--- src/rtl/mp2d_pkg.sv ---
// Shared types, constants and register codes of the 2-D max pooling block.
`timescale 1ns / 1ps

package mp2d_pkg;

    // Defaults of the top-level size parameters
    localparam int DEF_MAX_WIDTH    = 256;
    localparam int DEF_MAX_HEIGHT   = 256;
    localparam int DEF_MAX_CHANNELS = 64;
    localparam int DEF_MAX_WINDOW   = 8;

    // Fixed field widths
    localparam int DATA_W  = 16;
    localparam int IDX_W   = 22;
    localparam int PHASE_W = 4;
    // Width for counter / register compares, and the divider width
    localparam int CMP_W   = 13;
    localparam int DIV_W   = 12;

    // Register indexes (paddr[4:2])
    localparam logic [2:0] REG_CHANNELS = 3'd0;
    localparam logic [2:0] REG_WIDTH    = 3'd1;
    localparam logic [2:0] REG_HEIGHT   = 3'd2;
    localparam logic [2:0] REG_WINDOW   = 3'd3;
    localparam logic [2:0] REG_STEP     = 3'd4;

    typedef struct packed {
        logic [6:0] channel_count;
        logic [8:0] image_width;
        logic [8:0] image_height;
        logic [3:0] window_size;
        logic [3:0] step_size;
    } t_cfg;

    typedef struct packed {
        logic             start;
        logic [DIV_W-1:0] dividend;
        logic [3:0]       divisor;
    } t_div_req;

    typedef struct packed {
        logic             busy;
        logic             done;
        logic [DIV_W-1:0] quotient;
        logic [3:0]       remainder;
    } t_div_rsp;

    typedef struct packed {
        logic             vld;
        logic             first;
        logic [IDX_W-1:0] idx;
    } t_cmp_ctl;

endpackage

--- src/rtl/mp2d_max.sv ---
// Running maximum over the window scan; the first of equal values is kept.
`timescale 1ns / 1ps

module mp2d_max import mp2d_pkg::*; (
    input  logic              i_clk,
    input  t_cmp_ctl          i_ctl,
    input  logic [DATA_W-1:0] i_data,
    output logic [DATA_W-1:0] o_best,
    output logic [IDX_W-1:0]  o_best_idx
);

    logic [DATA_W-1:0] r_best;
    logic [IDX_W-1:0]  r_best_idx;

    always_ff @(posedge i_clk) begin
        if (i_ctl.vld && (i_ctl.first || ($signed(i_data) > $signed(r_best)))) begin
            r_best     <= i_data;
            r_best_idx <= i_ctl.idx;
        end
    end

    assign o_best     = r_best;
    assign o_best_idx = r_best_idx;

endmodule
--- config.mk ---
export PLATFORM = sky130hd
export DESIGN_NAME = mp2d_max
export DESIGN_NICKNAME = d
export VERILOG_FILES = /design/src/rtl/mp2d_pkg.sv /design/src/rtl/mp2d_max.sv
export SDC_FILE = /design/constraint.sdc
export NUM_CORES = 1
export LEC_CHECK = 0
export BUFFER_PORTS_ARGS = -buffer_cell sky130_fd_sc_hd__buf_2
export CAP_MARGIN = 40
export CORE_ASPECT_RATIO = 2
export CORE_MARGIN = 8
export CORE_UTILIZATION = 40
export CTS_CLUSTER_DIAMETER = 50
export CTS_CLUSTER_SIZE = 10
export DETAILED_ROUTE_END_ITERATION = 8
export GPL_TIMING_DRIVEN = 0
export PLACE_DENSITY = 0.84
export SLEW_MARGIN = 20
export SYNTH_ARGS = -nofsm -noshare
export SYNTH_HDL_FRONTEND = slang
export SYNTH_SLANG_ARGS = --single-unit
--- constraint.sdc ---
create_clock -name i_clk -period 4.21 [get_ports i_clk]
set_input_delay 0.421 -clock i_clk [delete_from_list [all_inputs] [get_ports i_clk]]
set_output_delay 0.421 -clock i_clk [all_outputs]
set_load 0.01 [all_outputs]
# Word level (Yosys, flattened, before mapping)
# Cells that the tools add are included.
dict set report word_totals {
  word_cells 5
  latch_bits 0
  romBits 0
  regBits 38
  out_inout_bits 38
  memories 0
  ram_bits 0
}
dict set report op_classes {
  n_bitwise 0
  eq_ne 0
  n_lt_le_gt_ge 1
  n_reduce_logical 2
  addsub 0
  div 0
  n_mul 0
  shifts 0
  mux 0
}
# operator n
set op_table {}
lappend op_table {{$gt A16 B16 Y1} 1}
lappend op_table {{$logic_and A1 B1 Y1} 1}
lappend op_table {{$logic_or A1 B1 Y1} 1}

# Logic depth before layout (Yosys ltp)
dict set report depth {
  depth_word 3
  mapped_depth 7
}

# Worst setup path after synthesis
# No wires, ideal clock.
dict set report synth_path {
  path_kind {register to register}
  from {register r_best[9] (netlist: o_best[9])}
  to {register r_best[0] (netlist: o_best[0]), enable pin}
  n_path_buf 0
  setup_time_ps 615
  slack_ps 973
  arrival_ps 2621
  stages_incl_launch_ff 8
  cell_sequence {edfxtp_1 > inv_1 > ha_1 > a21o_1 > a221o_1 > a221o_1 > a32oi_1 > nand3_1}
}
dict set report synth_via {
  elab_chain_len 3
}
# element line_no
set synth_lines {}
lappend synth_lines {{start, declared} mp2d_max.sv:12} ;# logic [DATA_W-1:0] r_best;
lappend synth_lines {{start signal, assigned} mp2d_max.sv:17} ;# r_best <= i_data;
lappend synth_lines {{$gt A16 B16 Y1} mp2d_max.sv:16} ;# if (i_ctl.vld && (i_ctl.first || ($signed(i_data) > $signed(r_best)))) begin
lappend synth_lines {{$logic_or A1 B1 Y1} mp2d_max.sv:16}
lappend synth_lines {{$logic_and A1 B1 Y1} mp2d_max.sv:16}
# Every way passes these cells.
# A chain may end at the register's enable or synchronous reset.

# Final worst setup path
dict set report layout_path {
  from {register r_best[9] (netlist: o_best[9])}
  to {register r_best_idx[21] (netlist: o_best_idx[21]), enable pin}
}
dict set report layout_via {
  elab_chain_len 3
}
# element line_no
set layout_lines {}
lappend layout_lines {{$gt A16 B16 Y1} mp2d_max.sv:16}
lappend layout_lines {{$logic_or A1 B1 Y1} mp2d_max.sv:16}
lappend layout_lines {{$logic_and A1 B1 Y1} mp2d_max.sv:16}
lappend layout_lines {{end signal, assigned} mp2d_max.sv:18} ;# r_best_idx <= i_ctl.idx;
lappend layout_lines {{end, declared} mp2d_max.sv:13} ;# logic [IDX_W-1:0] r_best_idx;
# Every way passes these cells.

==> results by group <==
Drt
  – Avg WL per Cell: 16.0 um
  – Via/cell ratio: 4.72
  – DR DRC count: 0
  – DRT Pass-1 Iters: 4
  – Via count: 1095
  – Post-DRT Antenna Nets: 0
  – Total wire length: 3720 um
  – Initial detailed-routing violation count: 17

Logic synthesis
  – Synth Flop Type: edfxtp_1
  – Area contributors post-synth: edfxtp_1 (73%), ha_1 (13%), inv_1 (3.8%), a21o_1 (1.4%), a221o_1 (1.3%)
  – Count leader, synth: edfxtp_1
  – Post-synth cell types: 17
  – Synth top area share: 0.728
  – Syn Std Cell Area: 1570 sq um
  – #FFs+latches synth: 38
  – Syn_area_per_cell: 16.7 sq um
  – Ys async rst share: 0
  – Synth Net Count: 151
  – Sequential share of the synthesized area: 0.728
  – Commonest cells in the netlist: edfxtp_1 (38), ha_1 (16), inv_1 (16)
  – EDFF count, synth: 38
  – Area leader, netlist: edfxtp_1
  – Synth warn: 0
  – Syn Inst Count: 94

Place
  – Dpl cells: 224
  – DPL Wire Length: 3110 um
  – Routability cong.: 0.764
  – Placed Area: 2050 sq um
  – Post-Place Worst Slack: 1.26 ns
  – IO buf count: 78

Timing
  – Post-layout min period: 2.80 ns
  – Setup_tns: 0 ns
  – # setup viols final: 0
  – Setup ws final: 1.41 ns
  – Hold slack: 0.311 ns
  – Crit share post-route: 0.665
  – Final setup skew: 0.00930 ns
  – Worst slew pin tran: 0.395 ns
  – Slew HR: 0.736
  – Final Max Tran Viols: 0
  – Unrepaired setup endpoints after global routing: no
  – FMAX: 357 MHz
  – Fin. Hold Viols: 0

Pwr
  – Static Leak: 1.03 nW
  – Power Dens Cells: 464 nW/um^2
  – Final Power: 1.01 mW
  – Peak supply drop: 0.000226 V

Die
  – Std-Cell Rows: 32
  – DIE AREA: 6300 sq um
  – I/O pin cnt: 79
  – Core area: 3800 sq um
  – DIE HEIGHT: 105 um
  – Initial Util: 0.412
  – Die width: 60.3 um

Layout
  – Final instance area: 2190 sq um
  – Area grow syn2layout: 39.5%
  – Ant diodes: 0
  – Layout cells sized above 1: 0.481
  – Nets: 237
  – Final Non-Filler Cells: 232
  – Util after Layout: 0.575
  – Filler cell count: 297

Clock tree
  – Cells resized by post-CTS repair: 0
  – Setup Buffers After CTS: 0
  – Root Buffer Master: clkbuf_8
  – Htree depth: 2
  – CTS tree: done
  – Max clock buf depth: 2
  – Later-pin clock latency in the skew report: 0.28 ns
  – CTS Hold Bufs: 0
  – Clock sink count: 38
  – Cts bufs inserted: 5
  – Clock transition at path regs: 0.08 ns

Global route
  – Largest net degree at the start of global routing: 28
  – Gr usage total: 0.118
  – First-pass GRT wire length: 5520 um
  – Initial antenna violation count: 0
  – Vias in the first global route: 1150
  – Grt ovf: 0

Job
  – Max-cap violations: 0

Worst hold path
  – Worst hold-check path type: in -> reg

Setup path
  – WP data required: 4.20 ns
  – WS Path Type: reg -> reg
  – CP Launch Type: register
  – Peak fanout along the critical path: 27
  – Crit path DAT: 2.79 ns
  – Crit path capture type: register

Run status
  – Outcome: completed
cell families after synthesis:
| kind of cell | count (synthesis) | share of synthesized area |
|---|---|---|
| fa+ha+maj | 16 | 0.128 |
| compound gates | 12 | 0.0599 |
| simple gates | 12 | 0.0463 |
| flops | 38 | 0.728 |
| buf+inv | 16 | 0.0383 |
registers in the layout, summed over array words and instances, names as in the netlist:
signal / count
o_best_idx: 22
o_best: 16
routing by layer:
layer | global-route usage | share of wire
met1 | 0.110 | 0.36
met2 | 0.206 | 0.50
met3 | 0.0516 | 0.12
met4 | 0.0568 | 0.017
met5 | 0 | 0
cell usage in the layout, fill, tap and decap left out, types with 2 or more instances in the layout:
cell / count
ha_1: 16
inv_1: 16
a32oi_1: 2
a21oi_1: 2
buf_2: 78
nand2_1: 2
edfxtp_1: 38
nand3_1: 3
a21o_1: 3
and4_1: 2
bufinv_16: 2
clkbuf_8: 5
a221o_1: 2
final cells by class:
class,instances,area (sq um),area share
clock buffers,5,68.8,0.0315
clock inverters,3,63.8,0.0292
inverters,16,60.1,0.0275
multi-input cells,40,372,0.170
flip-flops and latches,38,1140,0.522
well taps,51,63.8,0.0292
repair buffers,79,418,0.191
worst paths after layout:
check,slack [ns],cells after the start,endpoint,from
max reg2reg,1.41,8,o_best_idx[21],o_best[9]
min,0.31,1,o_best_idx[8],i_ctl[8]
max,1.41,8,o_best_idx[21],o_best[9]
min reg2reg,1.24,4,o_best[10],o_best[15]
worst max-delay path, cell delays in order, from the launching register on:
cell and delay, ns:
edfxtp_1 0.40, inv_1 0.07, ha_1 0.24, a21o_1 0.19, a221o_1 0.31, a221o_1 0.36
or3b_1 0.39, nand3_2 0.30, buf_16 0.23
where the power goes:
group / internal (mW) / switching (mW)
logic: 0.0743 / 0.0983
clock network: 0.234 / 0.122
registers: 0.472 / 0.0134
total: 0.781 / 0.234
Note: power is estimated with default switching activity, not from simulation.
