`config.mk`:
```
export PLATFORM = sky130hd
export DESIGN_NAME = mp2d_apb_regs
export DESIGN_NICKNAME = d
export VERILOG_FILES = /design/src/rtl/mp2d_pkg.sv /design/src/rtl/mp2d_apb_regs.sv
export SDC_FILE = /design/constraint.sdc
export NUM_CORES = 1
export LEC_CHECK = 0
export BUFFER_PORTS_ARGS = -buffer_cell sky130_fd_sc_hd__buf_2
export CORE_ASPECT_RATIO = 0.7
export CORE_MARGIN = 2
export CORE_UTILIZATION = 31
export CTS_BUF_LIST = sky130_fd_sc_hd__clkbuf_8
export DETAILED_ROUTE_END_ITERATION = 12
export GPL_ROUTABILITY_DRIVEN = 0
export PLACE_DENSITY_LB_ADDON = 0.05
export SYNTH_ARGS = -nofsm -noshare
export SYNTH_HDL_FRONTEND = slang
export SYNTH_SLANG_ARGS = --single-unit
```
`constraint.sdc`:
```
create_clock -name i_clk -period 3 [get_ports i_clk]
set_input_delay 0.6 -clock i_clk [delete_from_list [all_inputs] [get_ports i_clk]]
set_output_delay 0.6 -clock i_clk [all_outputs]
set_load 0.02 [all_outputs]
```
`src/rtl/mp2d_pkg.sv`:
```
// Shared types, constants and register codes of the 2-D max pooling block.
`timescale 1ns / 1ps

package mp2d_pkg;

    // Defaults of the top-level size parameters
    localparam int DEF_MAX_WIDTH    = 256;
    localparam int DEF_MAX_HEIGHT   = 256;
    localparam int DEF_MAX_CHANNELS = 64;
    localparam int DEF_MAX_WINDOW   = 8;

    // Fixed field widths
    localparam int DATA_W  = 16;
    localparam int IDX_W   = 22;
    localparam int PHASE_W = 4;
    // Width for counter / register compares, and the divider width
    localparam int CMP_W   = 13;
    localparam int DIV_W   = 12;

    // Register indexes (paddr[4:2])
    localparam logic [2:0] REG_CHANNELS = 3'd0;
    localparam logic [2:0] REG_WIDTH    = 3'd1;
    localparam logic [2:0] REG_HEIGHT   = 3'd2;
    localparam logic [2:0] REG_WINDOW   = 3'd3;
    localparam logic [2:0] REG_STEP     = 3'd4;

    typedef struct packed {
        logic [6:0] channel_count;
        logic [8:0] image_width;
        logic [8:0] image_height;
        logic [3:0] window_size;
        logic [3:0] step_size;
    } t_cfg;

    typedef struct packed {
        logic             start;
        logic [DIV_W-1:0] dividend;
        logic [3:0]       divisor;
    } t_div_req;

    typedef struct packed {
        logic             busy;
        logic             done;
        logic [DIV_W-1:0] quotient;
        logic [3:0]       remainder;
    } t_div_rsp;

    typedef struct packed {
        logic             vld;
        logic             first;
        logic [IDX_W-1:0] idx;
    } t_cmp_ctl;

endpackage

```
`src/rtl/mp2d_apb_regs.sv`:
```
// Configuration registers of the max pooling block behind an APB-style port.
`timescale 1ns / 1ps

module mp2d_apb_regs import mp2d_pkg::*; (
    input  logic        i_clk,
    input  logic        i_rst_n,
    input  logic        psel,
    input  logic        penable,
    input  logic        pwrite,
    input  logic [4:0]  paddr,
    input  logic [31:0] pwdata,
    output logic [31:0] prdata,
    output logic        pready,
    output t_cfg        o_cfg,
    output logic        o_wr
);

    t_cfg r_cfg;

    assign pready = 1'b1;
    assign o_wr   = psel && penable && pwrite;
    assign o_cfg  = r_cfg;

    always_ff @(posedge i_clk) begin
        if (!i_rst_n) begin
            r_cfg.channel_count <= 7'd1;
            r_cfg.image_width   <= 9'd28;
            r_cfg.image_height  <= 9'd28;
            r_cfg.window_size   <= 4'd2;
            r_cfg.step_size     <= 4'd2;
        end else if (o_wr) begin
            unique case (paddr[4:2])
                REG_CHANNELS: r_cfg.channel_count <= pwdata[6:0];
                REG_WIDTH:    r_cfg.image_width   <= pwdata[8:0];
                REG_HEIGHT:   r_cfg.image_height  <= pwdata[8:0];
                REG_WINDOW:   r_cfg.window_size   <= pwdata[3:0];
                REG_STEP:     r_cfg.step_size     <= pwdata[3:0];
                default: ;
            endcase
        end
    end

    always_comb begin
        unique case (paddr[4:2])
            REG_CHANNELS: prdata = {25'd0, r_cfg.channel_count};
            REG_WIDTH:    prdata = {23'd0, r_cfg.image_width};
            REG_HEIGHT:   prdata = {23'd0, r_cfg.image_height};
            REG_WINDOW:   prdata = {28'd0, r_cfg.window_size};
            REG_STEP:     prdata = {28'd0, r_cfg.step_size};
            default:      prdata = 32'd0;
        endcase
    end

endmodule

```
### After elaboration in Yosys (flattened, before gate mapping)

Cells that the tools add are included.
W data, S select, Z words.

| operators by class | value |
|---|---|
| muxes and demuxes | 1 |
| reduce and logical (&&, ||, !) cells | 8 |
| equal/unequal tests | 4 |

Operators with widths:

| kind | count |
|---|---|
| $pmux W9 S5 | 1 |
| $reduce_and A2 Y1 | 5 |
| $eq A3 B2 Y1 const B | 2 |
| $eq A3 B1 Y1 const B | 1 |
| $eq A3 B3 Y1 const B | 1 |
| $logic_not A3 Y1 | 1 |
| $logic_and A1 B1 Y1 | 2 |

| storage, ports and cells | value |
|---|---|
| word-level logic and storage cells | 18 |
| input bits | 42 |
| register bits | 33 |
| output and inout bits | 67 |

### Logic depth before layout (Yosys ltp)

| depth | value |
|---|---|
| word-level depth | 3 |
| mapped depth | 5 |
| depth with buffers taken out | 3 |

### Least setup slack after synthesis

OpenSTA, ideal clock, no wires.

| timing path | value |
|---|---|
| kind | input -> output |
| start | input paddr[2] |
| end | output prdata[1] |
| data arrival time | 1516 ps |
| path slack | 884 ps |
| cell stages on the path | 5 |
| path buffers | 2 |
| required time | 2400 ps |
| cell sequence | buf_4 buf_6 nor2b_1 a22oi_1 o22ai_1 |

| between the ends | value |
|---|---|
| cells in the longest elaborated chain, start to end | 2 |
| elaborated cells on any way between the ends | 6 |
| classes of those cells | eq/ne: 4; mux: 1; reduce/logical: 1 |

Ends and longest elaborated chain:

| element | line | RTL |
|---|---|---|
| from (decl) | mp2d_apb_regs.sv:10 | `input logic [4:0] paddr,` |
| $eq A3 B3 Y1, or another cell as far along | mp2d_apb_regs.sv:44 | `unique case (paddr[4:2])` |
| $pmux W9 S5 (*) | mp2d_apb_regs.sv:44 |  |
| to (decl) | mp2d_apb_regs.sv:12 | `output logic [31:0] prdata,` |

Mark *: on every way between the ends. The rest lies on a longest branch, timed or not.

### Final worst setup path

Same ends and word-level chain as after synthesis.

==> flow_summary.toml <==
[critical_path]
cp_top_family = "buffers and inverters"
cp_common_cell = "buf_2"
r2r_start = "o_cfg[26]"
arrival_ns = 1.78
cpMaxStageDelayCell = "mux2_2"
end_kind = "output port"
critPathMaxStageDelay_ns = 0.40
cp_num_buf_inv = 2
worstSetupStartpoint = "paddr[2]"
crit_required_ns = 2.40
path_class = "primary input to output port"
crit_fanout = 20
startpoint_type = "primary input"
cp_cell_sequence = "buf_2 > mux2_2 > a22oi_1 > o22ai_1 > buf_2"

[outcome]
status = "finished, final reports clean"

[die]
die_x_um = 94.71
die_h_um = 67.50
num_io_pins = 109
die-area_sq_um = 6392
core_sq_um = 5640
initial_core_util_pct = 31.65
rows = 23

[global_routing]
grtUsageTotal_pct = 14.55
grt-ovfl-total = 0
grt_pass1_wl_um = 6934
grt_pass1_vias = 1260
grt_antenna_before_repair = 0
grt_start_max_net_pins = 47

[finish]
regArea_sq_um = 660.6
drive_gt1_share_pct = 30.28
area_growth_pct = 17.94
fin_util_pct = 37.33
num_antenna_cells = 0
n_fill_cell = 621
multi_input_area_sq_um = 958.4
largest_reg_flops = 33
fin_nets = 292
fin_area_sq_um = 2106
final_cells = 326

[clock_network]
clock_sinks = 33
cts_tree = "built"
holdBufCountCts = 0
clock_latency_ns = 0.28
cts_resized = 0
cts-root-buf = "clkbuf_8"
numCtsBuffers = 5
cts_max_path_buffers = 2
cts_max_level = 2
clk_pin_slew_ns = 0.07
post_cts_buffers = 0

[sta]
hold_violations = 0
setup_viol = 0
slew_violations = 0
max_slew.worst_pin.slew_ns = 0.7798
post-route-period-util_pct = 79.45
setup_tns_ns = 0
period_minus_slack_ns = 2.384
slew_headroom_pct = 48.01
fmax_ghz = 0.4195
rsz0062_at_grt = "false"
fin_skew_ns = 0

[logic_synthesis]
synth_area_sq_um = 1785
async_reset_ff_share_pct = 0
synth_common_cells = "nand2_1, dfxtp_1, mux2i_1, buf_4, nor2b_1"
synthFlopType = "dfxtp_1"
synth_warnings = 0
synth.most_common_cell = "nand2_1"
yosysSeqAreaShare_pct = 37.00
ys_types = 26
synth_area_leaders = "dfxtp_1, mux2i_1, buf_4"
yosys.area.top_type_share_pct = 37.00
yosysTopAreaCell = "dfxtp_1"
synth_seq_cells = 33
synth_edf_count = 0
syn_avg_cell_area_sq_um = 9.063
syn_inst = 197

[hold_path]
min_path_type = "register to register"
worstHoldStart = "o_cfg[8]"

[place]
dpl_cell_area_sq_um = 2023
dp_cells = 318
port-buffer-count = 59
dp_hpwl_um = 3248

[route]
vias = 1484
routed_wirelength_um = 4547
dr.pass1.iters = 4
ant_nets = 0
drt-vias-per-instance = 4.552
post-route-drc-count = 0
drt-initial-drc-count = 35
wl_per_cell_um = 13.95

[power_and_ir_drop]
totalPowerFinal_mw = 0.8885
peakVddDrop_mv = 0.1670
p_leak_nw = 1.049
power_density_nw_per_um2 = 422.0

[run]
cap_violations = 0
worst reg2reg max path, delay by kind of cell (launching register included):
kind / cells / cell delay, ns
AO/OA/AOI/OAI: 2 / 0.19
flip-flops: 1 / 0.33
cells by family after synthesis:
group,synth area share (%)
muxes,22.35
other,0.4206
and+or+nand+nor,18.50
buffers and inverters,14.23
AOI/OAI and AO/OA,7.498
DFF,37.00
routing by layer:
metal  GRT usage (%)  vias up  wire (um)
met5               0        -          0
li1                -      726          -
met1           21.00      696       2289
met3           3.683        7        269
met4           4.891        0         52
met2           21.01       55       1935
layout by cell type (no fill, tap or decap):
| cell type | instances |
|---|---|
| o31ai_1 | 1 |
| nor2_1 | 7 |
| buf_2 | 59 |
| clkbuf_8 | 5 |
| mux2i_1 | 32 |
| nor3b_1 | 1 |
| a21oi_1 | 1 |
| a31oi_1 | 1 |
| nand3_1 | 1 |
| a22oi_1 | 11 |
| nand3b_1 | 1 |
| buf_4 | 1 |
| o22ai_1 | 4 |
| dfxtp_1 | 33 |
| nand2_1 | 34 |
| o211ai_1 | 1 |
| and3b_1 | 1 |
| nor2b_1 | 16 |
| conb_1 | 24 |
| nand4b_4 | 1 |
| clkinv_2 | 2 |
| nor3_2 | 1 |
| mux2_2 | 7 |
| inv_1 | 3 |
| and3_1 | 2 |
| or3_1 | 1 |
metrics by stage:
step / hold slack (ns) / setup slack (ns)
after floorplan: 0.5411 / 0.8840
after detailed placement: 0.4620 / 0.6013
after global placement: 0.4611 / 0.5659
final: 0.4757 / 0.6164
after global routing: 0.4927 / 0.5212
after CTS: 0.4780 / 0.6039
power breakdown:
group | leakage (nW) | total, mW | switching, mW | internal, mW
clock | 0.0491 | 0.324 | 0.167 | 0.157
combinational | 0.734 | 0.120 | 0.0863 | 0.0341
sequential | 0.266 | 0.444 | 0.00256 | 0.441
total | 1.05 | 0.889 | 0.256 | 0.633
final timing paths:
check,to,slack [ns],depth (start not counted)
setup / recovery,prdata[1],0.62,5
hold / removal,o_cfg[8],0.48,2
hold reg to reg,o_cfg[8],0.48,2
setup reg to reg,o_cfg[26],2.33,2
cell type report:
cell class,count,area share (%)
Clock buffer,5,3.268
Clock inverter,3,0.6536
Inverter,2,0.3565
Multi-Input combinational cell,148,45.51
Sequential cell,33,31.37
Tap cell,75,4.456
Timing Repair Buffer,60,14.38
(Power assumes the default switching activity.)
