[src/rtl/mp2d_pkg.sv]
// Shared types, constants and register codes of the 2-D max pooling block.
`timescale 1ns / 1ps

package mp2d_pkg;

    // Defaults of the top-level size parameters
    localparam int DEF_MAX_WIDTH    = 256;
    localparam int DEF_MAX_HEIGHT   = 256;
    localparam int DEF_MAX_CHANNELS = 64;
    localparam int DEF_MAX_WINDOW   = 8;

    // Fixed field widths
    localparam int DATA_W  = 16;
    localparam int IDX_W   = 22;
    localparam int PHASE_W = 4;
    // Width for counter / register compares, and the divider width
    localparam int CMP_W   = 13;
    localparam int DIV_W   = 12;

    // Register indexes (paddr[4:2])
    localparam logic [2:0] REG_CHANNELS = 3'd0;
    localparam logic [2:0] REG_WIDTH    = 3'd1;
    localparam logic [2:0] REG_HEIGHT   = 3'd2;
    localparam logic [2:0] REG_WINDOW   = 3'd3;
    localparam logic [2:0] REG_STEP     = 3'd4;

    typedef struct packed {
        logic [6:0] channel_count;
        logic [8:0] image_width;
        logic [8:0] image_height;
        logic [3:0] window_size;
        logic [3:0] step_size;
    } t_cfg;

    typedef struct packed {
        logic             start;
        logic [DIV_W-1:0] dividend;
        logic [3:0]       divisor;
    } t_div_req;

    typedef struct packed {
        logic             busy;
        logic             done;
        logic [DIV_W-1:0] quotient;
        logic [3:0]       remainder;
    } t_div_rsp;

    typedef struct packed {
        logic             vld;
        logic             first;
        logic [IDX_W-1:0] idx;
    } t_cmp_ctl;

endpackage

[src/rtl/mp2d_div.sv]
// Shared restoring divider, one quotient bit per cycle.
`timescale 1ns / 1ps

module mp2d_div import mp2d_pkg::*; (
    input  logic     i_clk,
    input  logic     i_rst_n,
    input  t_div_req i_req,
    output t_div_rsp o_rsp
);

    localparam int CNT_W = $clog2(DIV_W + 1);

    logic [DIV_W-1:0] r_quo;
    logic [3:0]       r_rem;
    logic [3:0]       r_dvs;
    logic [CNT_W-1:0] r_cnt;
    logic             r_busy;
    logic             r_done;
    logic [4:0]       sh;
    logic             ge;

    assign sh = {r_rem, r_quo[DIV_W-1]};
    assign ge = sh >= {1'b0, r_dvs};

    always_ff @(posedge i_clk) begin
        if (!i_rst_n) begin
            r_busy <= 1'b0;
            r_done <= 1'b0;
            r_cnt  <= '0;
        end else if (i_req.start) begin
            // restart drops any division in flight
            r_busy <= 1'b1;
            r_done <= 1'b0;
            r_cnt  <= CNT_W'(DIV_W);
        end else if (r_busy) begin
            r_cnt <= r_cnt - 1'b1;
            if (r_cnt == CNT_W'(1)) begin
                r_busy <= 1'b0;
                r_done <= 1'b1;
            end
        end else begin
            r_done <= 1'b0;
        end
    end

    always_ff @(posedge i_clk) begin
        if (i_req.start) begin
            r_quo <= i_req.dividend;
            r_rem <= 4'd0;
            r_dvs <= i_req.divisor;
        end else if (r_busy) begin
            r_quo <= {r_quo[DIV_W-2:0], ge};
            r_rem <= ge ? 4'(sh - {1'b0, r_dvs}) : sh[3:0];
        end
    end

    assign o_rsp.busy      = r_busy;
    assign o_rsp.done      = r_done;
    assign o_rsp.quotient  = r_quo;
    assign o_rsp.remainder = r_rem;

endmodule

[config.mk]
export PLATFORM = sky130hd
export DESIGN_NAME = mp2d_div
export DESIGN_NICKNAME = d
export VERILOG_FILES = /design/src/rtl/mp2d_pkg.sv /design/src/rtl/mp2d_div.sv
export SDC_FILE = /design/constraint.sdc
export NUM_CORES = 1
export LEC_CHECK = 0
export BUFFER_PORTS_ARGS = -buffer_cell sky130_fd_sc_hd__buf_2
export CAP_MARGIN = 5
export CELL_PAD_IN_SITES_DETAIL_PLACEMENT = 1
export CELL_PAD_IN_SITES_GLOBAL_PLACEMENT = 1
export CORE_ASPECT_RATIO = 1.75
export CORE_MARGIN = 2
export CORE_UTILIZATION = 44
export CTS_BUF_LIST = sky130_fd_sc_hd__clkbuf_8
export DETAILED_ROUTE_END_ITERATION = 16
export PLACE_DENSITY = 0.91
export REMOVE_ABC_BUFFERS = 1
export SKIP_LAST_GASP = 1
export SLEW_MARGIN = 10
export SYNTH_ARGS = -nofsm -noshare
export SYNTH_HDL_FRONTEND = slang
export SYNTH_SLANG_ARGS = --single-unit
[constraint.sdc]
create_clock -name i_clk -period 3.2 [get_ports i_clk]
set_input_delay 0.16 -clock i_clk [delete_from_list [all_inputs] [get_ports i_clk]]
set_output_delay 0.16 -clock i_clk [all_outputs]
set_load 0.05 [all_outputs]
# [Word-level counts from Yosys, hierarchy flattened]
# Cells that the tools add are included.
[op_classes] n_lt_le_gt_ge=1 n_reduce_logical=3 n_mux=8 n_eq_ne=1 n_addsub=2 bitwise=2
[op_table] operator="two-way mux 12 bit" n=2
[op_table] operator="two-way mux 4 bit" n=3
[op_table] operator=">= comparator 5 x 4 -> 1 bit" n=1
[op_table] operator="== test 4 x 1 -> 1 bit, second input constant" n=1
[op_table] operator="subtractor 4 x 1 -> 4 bit, second input constant" n=1
[op_table] operator="subtractor 4 bit" n=1
[op_table] operator="two-way mux 1 bit" n=3
[op_table] operator="OR reduction 3 bit" n=1
[op_table] operator="inverter 1 bit" n=2
[op_table] operator="nonzero test 2 bit" n=1
[op_table] operator="OR reduction 2 bit" n=1
[totals] wordCells=24 output_inout_bits=18 register_bits=26 input_bits=19

# [Logic depth before layout (Yosys ltp)]
[depth] depth_word=4 ltp_mapped=6 ltp_nobuf=6

# [Worst setup path before layout]
# OpenSTA, ideal clock, no wires.
[synth_timing] path_type="flip-flop to flip-flop" from="reg r_rem[0]" to="reg r_quo[0] (data pin)" path_stages_with_launch=6 t_required_ns=2.940 setup_time_ns=0.260 period_less_slack_ns=2.128 path_buffers=0 path_slack_ns=1.072 arrival_ns=1.868 path_cell_list="dfxtp_1 ha_1 nor2b_1 o221a_4 or2_4 mux2_2"
[synth_via] elab_chain_len=3
[synth_rtl] item="start, declared" line="mp2d_div.sv:14" rtl="logic [3:0] r_rem;"
[synth_rtl] item="start signal, assigned" line="mp2d_div.sv:53" rtl="r_rem <= ge ? 4'(sh - {1'b0, r_dvs}) : sh[3:0];"
[synth_rtl] item=">= comparator 5 x 4 -> 1 bit" line="mp2d_div.sv:23" rtl="assign ge = sh >= {1'b0, r_dvs};"
[synth_rtl] item="two-way mux 12 bit" line="mp2d_div.sv:51" rtl="end else if (r_busy) begin"
[synth_rtl] item="two-way mux 12 bit" line="mp2d_div.sv:47" rtl="if (i_req.start) begin"
[synth_rtl] item="end signal, assigned" line="mp2d_div.sv:48" rtl="r_quo <= i_req.dividend;"
[synth_rtl] item="end signal, assigned" line="mp2d_div.sv:52" rtl="r_quo <= {r_quo[DIV_W-2:0], ge};"
[synth_rtl] item="end, declared" line="mp2d_div.sv:13" rtl="logic [DIV_W-1:0] r_quo;"
# Every way passes these cells. The select of a mux whose other input is x is not followed.
# A chain may end at the register's enable or synchronous reset.

# [Final worst setup path]
[layout_timing] from="reg r_dvs[1]" to="reg r_quo[0] (data pin)"
[layout_via] elab_chain_len=3
[layout_rtl] item="start, declared" line="mp2d_div.sv:15" rtl="logic [3:0] r_dvs;"
[layout_rtl] item="start signal, assigned" line="mp2d_div.sv:50" rtl="r_dvs <= i_req.divisor;"
[layout_rtl] item=">= comparator 5 x 4 -> 1 bit" line="mp2d_div.sv:23"
[layout_rtl] item="two-way mux 12 bit" line="mp2d_div.sv:51"
[layout_rtl] item="two-way mux 12 bit" line="mp2d_div.sv:47"
# Every way passes these cells. The select of a mux whose other input is x is not followed.

==> flow_summary.toml <==
[cts]
tritoncts = "done"
cts_resized = 0
clock_tree.htree_level_count = 1
clock_insertion_delay_worst_skew_ns = 0.27
worst_setup_hold_path_clk_slew_ns = 0.08
cts_max_path_buffers = 2
clock-sinks = 26
clock-root-buffer = "sky130_fd_sc_hd__clkbuf_8"
holdBufCountCts = 0
cts_inserted_buffers = 3
postCtsSetupBuffers = 0

[yosys]
synth.yosys.warnings = 0
postSynthAreaPerCell_sq_um = 12.6
synthFlopType = "sky130_fd_sc_hd__edfxtp_1"
synthXorXnorAreaFrac_pct = 2.78
synthDistinctLibCells = 33
synth_cells = 100
mapped_cell_area_sq_um = 1260
yosys-mux-area-fraction_pct = 10.7
post_synth_and_or_nand_nor_area_fraction_pct = 10.8
yosys.area_share.adder_pct = 7.54
synth-compound-area-share_pct = 9.72
synth_top_family_by_area = "simple AND/OR/NAND/NOR gates"
ys_ff_latch = 26
synth-edff-count = 16
asyncSetResetFlopFracSynth_pct = 0
share_of_synthesized_area_occupied_by_flip_flops_and_latches_pct = 54.0

[place]
pre_cts_slack_ns = 1.29
port-buffer-count = 36
hpwlAfterDp_um = 2280
dpl-instance-area_sq_um = 1450
finalWeightedCongestion = 0.774

[layout]
postLayoutCellArea_sq_um = 1490
antenna_cells = 0
area_of_the_multi_input_gates_sq_um = 524
layout-area-overhead-vs-synth_pct = 18.5
ff_latch_area_sq_um = 681
nets = 162
post_route_cells_drive_above_1_share_pct = 40.7
fillers = 306

[floorplanning]
initial_core_util_pct = 46.3
die_h_um = 74.8
fp.coreArea_sq_um = 2720
ios = 37
floorplan.die_area_sq_um = 3330
die_width_um = 44.5
placement_rows = 25

[critical_path]
cpPeakStageDelay_ns = 0.43
setup.worst_path.start_class = "flip-flop"
timing.reg2reg.worst_path_depth = 6
timing.critical_path.arrival_ns = 1.96
crit_slowest_cell = "sky130_fd_sc_hd__edfxtp_1"
worstSetupPathType = "flip-flop to flip-flop"
worstPathCellList = "inv_1 -> ha_1 -> nor2b_1 -> o221a_4 -> or2_4 -> mux2_2"
worst_path_dominant_cell_family = "flip-flops"
worst_r2r_endpoint = "r_quo[0]"
r2r_slack_ns = 1.27
type_of_destination_of_the_critical_path = "flip-flop"
launching_point_of_the_worst_reg2reg_path = "r_dvs[1]"
worst-endpoint-required_ns = 3.23
crit_fanout = 5
worstPathBufferInverterCount = 1

[sta]
setup_viol = 0
unrepaired_setup_endpoints_after_global_routing = "false"
max_slew_margin_pct = 60.4
clock_skew_ns = 0.00152
period_needed_ns = 1.93
clock.fmax_mhz = 519
period_share_pct = 60.3
worst_slack_ns = 1.27
tightest_slew_ns = 0.593
final_hold_viol_count = 0
fin_tns_setup_ns = 0
drv_slew = 0

[hold_path]
hold_wc_path_type = "input port to flip-flop"
hold_path_end = "r_dvs[3]"
worstHoldPathCells = 1
worstHoldStart = "i_req[3]"

[outcome]
outcome = "complete, no violations"

[route]
route.detailed.vias_per_inst = 5.67
routed_wire_length_per_instance_um = 18.5
dr_total_vias = 918
postRouteAntennaNets = 0
first_pass_iters = 4
drc = 0
drt_iter0_markers = 18
drt-total-wl_um = 3000

[power_and_ir_drop]
power.ir.vdd_worst_mv = 0.350
power_density_over_cell_area_nw_per_um2 = 571
p_leak_nw = 0.646

[grt]
grt_antenna_before_repair = 0
number_of_global_route_vias_before_repair = 993
grt_pass1_wl_um = 4670
grt_usage_pct = 20.3
grt_start_max_net_pins = 28
overflow_after_grt = 0

[flow_run]
cap_viol_max_count = 0
## routing by layer
| layer | part of all wire (%) | vias to the layer above | wire length (um) | global-route usage (%) |
|---|---|---|---|---|
| met2 | 58 | 27 | 1750 | 37.5 |
| li1 | - | 433 | - | - |
| met3 | 3.4 | 8 | 102 | 3.12 |
| met5 | 0 | - | 0 | 0 |
| met4 | 4.1 | 0 | 123 | 13.8 |
| met1 | 34 | 450 | 1030 | 19.7 |
## Yosys cell counts (2+ instances only)
master | instances | share of area, %
sky130_fd_sc_hd__edfxtp_1 | 16 | 38
sky130_fd_sc_hd__xnor2_1 | 2 | 1.4
sky130_fd_sc_hd__dfxtp_1 | 10 | 16
sky130_fd_sc_hd__nor2b_1 | 2 | 0.99
sky130_fd_sc_hd__inv_1 | 8 | 2.4
sky130_fd_sc_hd__nor4b_1 | 3 | 2.1
sky130_fd_sc_hd__nor3b_1 | 2 | 1.2
sky130_fd_sc_hd__buf_4 | 2 | 1.2
sky130_fd_sc_hd__a311oi_1 | 2 | 1.4
sky130_fd_sc_hd__o21bai_1 | 2 | 1.2
sky130_fd_sc_hd__buf_1 | 2 | 0.60
sky130_fd_sc_hd__nor2_1 | 5 | 1.5
sky130_fd_sc_hd__ha_1 | 6 | 6.0
sky130_fd_sc_hd__a21oi_1 | 2 | 0.79
sky130_fd_sc_hd__mux2_2 | 12 | 11
sky130_fd_sc_hd__xor2_1 | 2 | 1.4
sky130_fd_sc_hd__nand2_1 | 5 | 1.5
sky130_fd_sc_hd__o21a_1 | 2 | 1.2
## logic make-up after synthesis
| logic type | count (synthesis) |
|---|---|
| xor gates and xnor gates | 4 |
| buffers and inverters | 13 |
| muxes | 12 |
| adders and majority gates | 7 |
| AOI/OAI and AO/OA | 15 |
| DFF | 26 |
| and+or+nand+nor | 23 |
## sequential cells by signal, summed over array words and instances, names as in the netlist
| signal | count |
|---|---|
| r_busy | 1 |
| r_cnt | 4 |
| r_done | 1 |
| r_dvs | 4 |
| r_quo | 12 |
| r_rem | 4 |
## per-stage QoR
stage	util (%)	total power, W	hold WS [ns]	instances
after floorplan	-	0.000602	0.259	95
after global placement	53.2	0.000658	0.339	158
after detailed placement	53.2	0.000672	0.339	158
after CTS	54.9	0.000861	0.0498	162
after global routing	54.9	0.000893	0.0475	162
final	54.9	0.000854	0.0576	162
## cells in the final DEF, fill, tap and decap left out, types with 2 or more instances in the layout
cell / count
sky130_fd_sc_hd__o21a_1: 2
sky130_fd_sc_hd__buf_2: 36
sky130_fd_sc_hd__nand2_1: 5
sky130_fd_sc_hd__inv_1: 8
sky130_fd_sc_hd__mux2_2: 12
sky130_fd_sc_hd__nor3b_1: 2
sky130_fd_sc_hd__edfxtp_1: 16
sky130_fd_sc_hd__ha_1: 6
sky130_fd_sc_hd__nor4b_1: 3
sky130_fd_sc_hd__xnor2_1: 2
sky130_fd_sc_hd__nor2b_1: 2
sky130_fd_sc_hd__a311oi_1: 2
sky130_fd_sc_hd__dfxtp_1: 10
sky130_fd_sc_hd__xor2_1: 2
sky130_fd_sc_hd__a21oi_1: 2
sky130_fd_sc_hd__o21bai_1: 2
sky130_fd_sc_hd__nor2_1: 5
sky130_fd_sc_hd__clkbuf_8: 3
## report_power, final
group | switching, W | internal, W
combinational | 0.000163 | 0.0000825
sequential | 0.0000267 | 0.000394
clock | 0.000101 | 0.0000861
## cell type report
| type | instances | area share (%) |
|---|---|---|
| repair buffers | 36 | 12.1 |
| multi-input cells | 61 | 35.1 |
| clock buffers | 3 | 2.76 |
| inverters | 8 | 2.01 |
| clock inverters | 1 | 0.251 |
| well taps | 27 | 2.26 |
| flip-flops and latches | 26 | 45.6 |
## how the worst max path moves through the flow
stage	from	endpoint	slack [ns]	cells past startpoint
after floorplan	r_rem[0]	r_quo[0]	1.07	5
after global placement	r_dvs[1]	r_quo[0]	1.35	6
after detailed placement	r_dvs[1]	r_quo[0]	1.29	6
after CTS	r_dvs[1]	r_quo[0]	1.26	6
after global routing	r_dvs[1]	r_rem[2]	1.15	6
final	r_dvs[1]	r_quo[0]	1.27	6
Note: power is estimated with default switching activity, not from simulation.
